===== src/rtl/duplicate_request_filter_table_core_defines.svh =====
// Assertion macros for the duplicate request filter table.
`ifndef DUPLICATE_REQUEST_FILTER_TABLE_CORE_DEFINES_SVH
`define DUPLICATE_REQUEST_FILTER_TABLE_CORE_DEFINES_SVH
`ifndef SYNTHESIS
// Check that cons holds in the same cycle as ante.
`define DRTF_ASSERT_IMP(label, clk, rst_n, ante, cons, msg) \
	label: assert property (@(posedge clk) disable iff (!rst_n) (ante) |-> (cons)) \
		else $error(msg);
// Check that cons holds in the cycle after ante.
`define DRTF_ASSERT_NEXT(label, clk, rst_n, ante, cons, msg) \
	label: assert property (@(posedge clk) disable iff (!rst_n) (ante) |=> (cons)) \
		else $error(msg);
`else
`define DRTF_ASSERT_IMP(label, clk, rst_n, ante, cons, msg)
`define DRTF_ASSERT_NEXT(label, clk, rst_n, ante, cons, msg)
`endif
`endif


===== src/rtl/drtf_pkg.sv =====
// Shared types and constants of the duplicate request filter table.
package drtf_pkg;

	localparam int SLOTS_DEFAULT = 32;
	localparam int SLOT_W        = 5;
	localparam int KEY_W         = 480;
	localparam int IN_TDATA_W    = 488;
	localparam int OUT_TDATA_W   = 8;
	localparam int STATUS_W      = 2;

	typedef enum logic {
		MODE_INSERT  = 1'b0,
		MODE_RELEASE = 1'b1
	} mode_t;

	typedef enum logic [STATUS_W-1:0] {
		STATUS_ACCEPTED  = 2'd0,
		STATUS_DUPLICATE = 2'd1,
		STATUS_FULL      = 2'd2,
		STATUS_RELEASED  = 2'd3
	} status_t;

	typedef enum logic [1:0] {
		ST_IDLE,
		ST_SCAN,
		ST_FLUSH,
		ST_RESULT
	} state_t;

	typedef struct packed {
		logic ready;
		logic load;
		logic scan;
		logic finish;
	} ctrl_cmd_t;

	typedef struct packed {
		logic in_release;
		logic scan_last;
		logic out_free;
	} ctrl_sts_t;

endpackage


===== src/rtl/drtf_ctrl.sv =====
// Controller state machine: accept, scan the table, flush the compare, deliver.
module drtf_ctrl (
	input  logic                clk,
	input  logic                arst_n,
	input  logic                s_tvalid,
	input  drtf_pkg::ctrl_sts_t sts,
	output drtf_pkg::ctrl_cmd_t cmd
);

	drtf_pkg::state_t state_q, state_next;

	always_ff @(posedge clk or negedge arst_n) begin
		if (!arst_n) begin
			state_q <= drtf_pkg::ST_IDLE;
		end else begin
			state_q <= state_next;
		end
	end

	always_comb begin
		cmd        = '0;
		state_next = state_q;
		unique case (state_q)
			drtf_pkg::ST_IDLE: begin
				cmd.ready = 1'b1;
				if (s_tvalid) begin
					cmd.load   = 1'b1;
					state_next = sts.in_release ? drtf_pkg::ST_RESULT : drtf_pkg::ST_SCAN;
				end
			end
			drtf_pkg::ST_SCAN: begin
				cmd.scan = 1'b1;
				if (sts.scan_last) begin
					state_next = drtf_pkg::ST_FLUSH;
				end
			end
			drtf_pkg::ST_FLUSH: begin
				// last read is compared in this cycle
				state_next = drtf_pkg::ST_RESULT;
			end
			drtf_pkg::ST_RESULT: begin
				if (sts.out_free) begin
					cmd.finish = 1'b1;
					state_next = drtf_pkg::ST_IDLE;
				end
			end
			default: begin
				state_next = drtf_pkg::ST_IDLE;
			end
		endcase
	end

endmodule


===== config.mk =====
export PLATFORM = sky130hd
export DESIGN_NAME = drtf_ctrl
export DESIGN_NICKNAME = d
export VERILOG_FILES = /design/src/rtl/duplicate_request_filter_table_core_defines.svh /design/src/rtl/drtf_pkg.sv /design/src/rtl/drtf_ctrl.sv
export SDC_FILE = /design/constraint.sdc
export NUM_CORES = 1
export LEC_CHECK = 0
export BUFFER_PORTS_ARGS = -buffer_cell sky130_fd_sc_hd__buf_2
export CORE_AREA = 5 5 42 44
export CTS_CLUSTER_DIAMETER = 40
export DETAILED_ROUTE_END_ITERATION = 12
export DIE_AREA = 0 0 47 49
export SYNTH_ARGS = -nofsm -noshare
export SYNTH_HDL_FRONTEND = slang
export SYNTH_SLANG_ARGS = --single-unit

===== constraint.sdc =====
create_clock -name clk -period 1.8 [get_ports clk]
set_input_delay 0.36 -clock clk [delete_from_list [all_inputs] [get_ports clk]]
set_output_delay 0.36 -clock clk [all_outputs]
set_load 0.01 [all_outputs]

# Word-level counts from Yosys, hierarchy flattened
# Index checks and enable logic that the tools add are counted.
# word_totals
ff_bits,2
# classes
eq_ne,6
n_mux,10
n_reduce_logical,2
# op_table
cell,count
$mux W2,5
$pmux W2 S4,1
$ne A2 B2 Y1 const B,3
$eq A2 B2 Y1 const B,2
$mux W1,4
$reduce_and A3 Y1,1
$eq A2 B1 Y1 const B,1
$logic_not A2 Y1,1

# Logic depth before layout (Yosys ltp)
# logic_depth
ltp_word,3
mapped_depth,4
mapped_depth_nobuf,4

# Least setup slack after synthesis
# No wires, ideal clock.
# synth_path
path_kind,reg-to-reg
from,reg state_q[0]
to,reg state_q[0]
arrival_time_ns,1.312
required_ns,1.721
setup_slack_ns,0.409
path_stages_with_launch,5
path_buffers,0
cell_sequence,dfrtp_1 inv_1 ha_1 a222oi_1 mux2i_1
# synth_between
elab_chain_len,3
elab_cells_between_ends,9
cone_classes,eq/ne: 6; mux: 1; reduce/logical: 2
# synth_lines
item,line,rtl
"start, declared",drtf_ctrl.sv:10,"drtf_pkg::state_t state_q, state_next;"
"start signal, assigned",drtf_ctrl.sv:14,state_q <= drtf_pkg::ST_IDLE;
"start signal, assigned",drtf_ctrl.sv:16,state_q <= state_next;
$eq A2 B1 Y1 (tied with other cells),drtf_ctrl.sv:23,unique case (state_q)
$ne A2 B2 Y1 (no source line),n/a,
$reduce_and A3 Y1 (no source line),n/a,
# Parallel ways exist; a longest one is shown, timed or not.
# A chain may end at the register's enable or synchronous reset.

==> out/results.ini <==
[power_and_ir_drop]
cellPowerDensity_nw_per_um2=1590
peakVddDrop_v=0.000638
p_leak_nw=0.168
p_total_uw=436

[timing]
finalHoldViolCount=0
slew_violations=0
rsz0062_at_grt=no
tns_ns=0
slew_headroom_pct=68.7
finClkSkew_ns=0.00462
min_period_ns=1.59
finalCritPeriodShare_pct=88.1
tightestPinTransition_ns=0.469
max_freq_ghz=0.630
setup_viol=0
hold_slack_ns=0.456

[route]
drc=0
dr.first_iter.drc_count=2
dr.pass1.iters=4
postRouteAntennaNets=0
viasPerCell=3.45
wl_microns=415
vias=162
wl_per_cell_microns=8.83

[setup_path]
reg2regPathDepth=4
worstPathRequired_ns=1.44
arrival_ns=1.23
reg2reg_slack_ns=0.35
worst-setup-path-type=register to output pin
critPathLaunchType=register
critPathLaunch=state_q[0]
cp-end-kind=output pin
endpoint=cmd[2]
critPathMaxFanout=5
reg2reg_to=state_q[0]
r2r_start=state_q[0]

[cells_and_area]
regMostFlops=state_q
layout.nets=43
largest_reg_flops=2
antenna_cells_inserted=0
drive_gt1_share_pct=41.9
syn2layout_area_growth_pct=55.3
largest_registers=state_q: 2 flops
post-route-util_pct=19.6

[cts]
cts_buffer_depth=2
cts_tree=done
cts_setup_buffers=0
cts_buffers=3
clk_pin_slew_ns=0.03
numClockSinks=2
root_buffer=clkbuf_4
clk_latency_ns=0.22
h-tree-depth=1

[global_route]
grt_max_degree=6
grt_pass1_wl_microns=772
track_usage_pct=4.79
overflow=0
grt_pass1_vias=185
antenna_found_initial=0

[synthesis]
yosysUniqueCellTypes=8
synth_top_area_share_pct=28.4
synth_area_per_cell_sq_um=9.80
yosysSeqAreaShare_pct=28.4
synth_nets=28
synth_cells=18
synth_area_sq_um=176
yosysTopAreaCell=dfrtp_1
synth_top_cells_by_area=dfrtp_1, ha_1, mux2i_1, inv_1, a222oi_1
ys_ff_latch=2
yosysWarningCount=0

[floorplan]
num_rows=14
initial_core_util_pct=12.6
die_h_microns=49
io_pins=10
die_width_microns=47
core_area_sq_um=1400
die_area_sq_um=2300

[job]
drv_cap=0

[place]
place_congestion=0.682
io_buffers=9

[worst_hold_path]
hp-class=primary input to async pin

[outcome]
status=complete, no violations

## what timing repair did
item,4_1_cts,5_1_grt
endpoints found under the hold margin,2,0
resized for setup,0,0
hold buffers,1,0
## worst max-delay path, stage by stage, from the launching register on
cell,delay [ns]
dfrtp_1,0.38
inv_1,0.10
ha_1,0.25
and2_1,0.15
buf_2,0.12
## cell usage in the layout (no fill, tap or decap)
| cell type | synthesis | layout |
|---|---|---|
| a222oi_1 | 1 | 1 |
| ha_1 | 4 | 4 |
| nor2_1 | 1 | 1 |
| clkbuf_4 | 0 | 3 |
| and2_2 | 1 | 1 |
| inv_1 | 5 | 5 |
| dfrtp_1 | 2 | 2 |
| buf_2 | 0 | 9 |
| and2_1 | 1 | 1 |
| mux2i_1 | 3 | 3 |
| dlygate4sd3_1 | 0 | 1 |
## where the power goes
| group | internal (mW) | total (mW) | switching (mW) |
|---|---|---|---|
| Sequential | 0.0716 | 0.0897 | 0.0181 |
| Clock | 0.0735 | 0.0975 | 0.0241 |
| Combinational | 0.117 | 0.249 | 0.132 |
## routing by layer
layer,global-route usage [%],vias to the layer above,part of all wire (%)
met5,0,-,0
met4,4.15,0,0
met1,5.93,70,49
met2,6.33,9,38
li1,-,83,-
met3,1.48,0,13
## cells by family (layout without fill, tap and decap cells)
| logic type | after synthesis | count (layout) | share of synthesized area [%] |
|---|---|---|---|
| multiplexers | 3 | 3 | 17.0 |
| adder cells (fa/ha/maj) | 4 | 4 | 28.4 |
| buffers and inverters | 5 | 18 | 10.6 |
| flip-flops | 2 | 2 | 28.4 |
| AND/OR/NAND/NOR | 3 | 3 | 9.93 |
| AO/OA/AOI/OAI | 1 | 1 | 5.67 |
## worst min-delay path by stage
stage	from	end	slack [ns]
6_report	arst_n	state_q[0]	0.46
5_1_grt	arst_n	state_q[0]	0.47
4_1_cts	arst_n	state_q[0]	0.44
3_5_place_dp	arst_n	state_q[0]	0.15
3_3_place_gp	arst_n	state_q[1]	0.14
2_1_floorplan	arst_n	state_q[0]	0.06
## Yosys cell counts
| cell type | instances |
|---|---|
| ha_1 | 4 |
| and2_1 | 1 |
| and2_2 | 1 |
| dfrtp_1 | 2 |
| inv_1 | 5 |
| mux2i_1 | 3 |
| a222oi_1 | 1 |
| nor2_1 | 1 |
## metrics by stage
stage	setup WS, ns	cell area, sq um	cells
after detailed placement	0.322	241	43
after floorplan	0.409	176	18
after global routing	0.108	274	47
after CTS	0.197	274	47
final	0.214	274	47
after global placement	0.339	241	43
## layout make-up
type,count,area [sq um]
flip-flops and latches,2,50.0
clock buffers,3,22.5
repair buffers,10,55.1
fillers,160,1130
inverters,5,18.8
well taps,16,20.0
multi-input cells,11,108
Power figures use the tool's default switching activity.
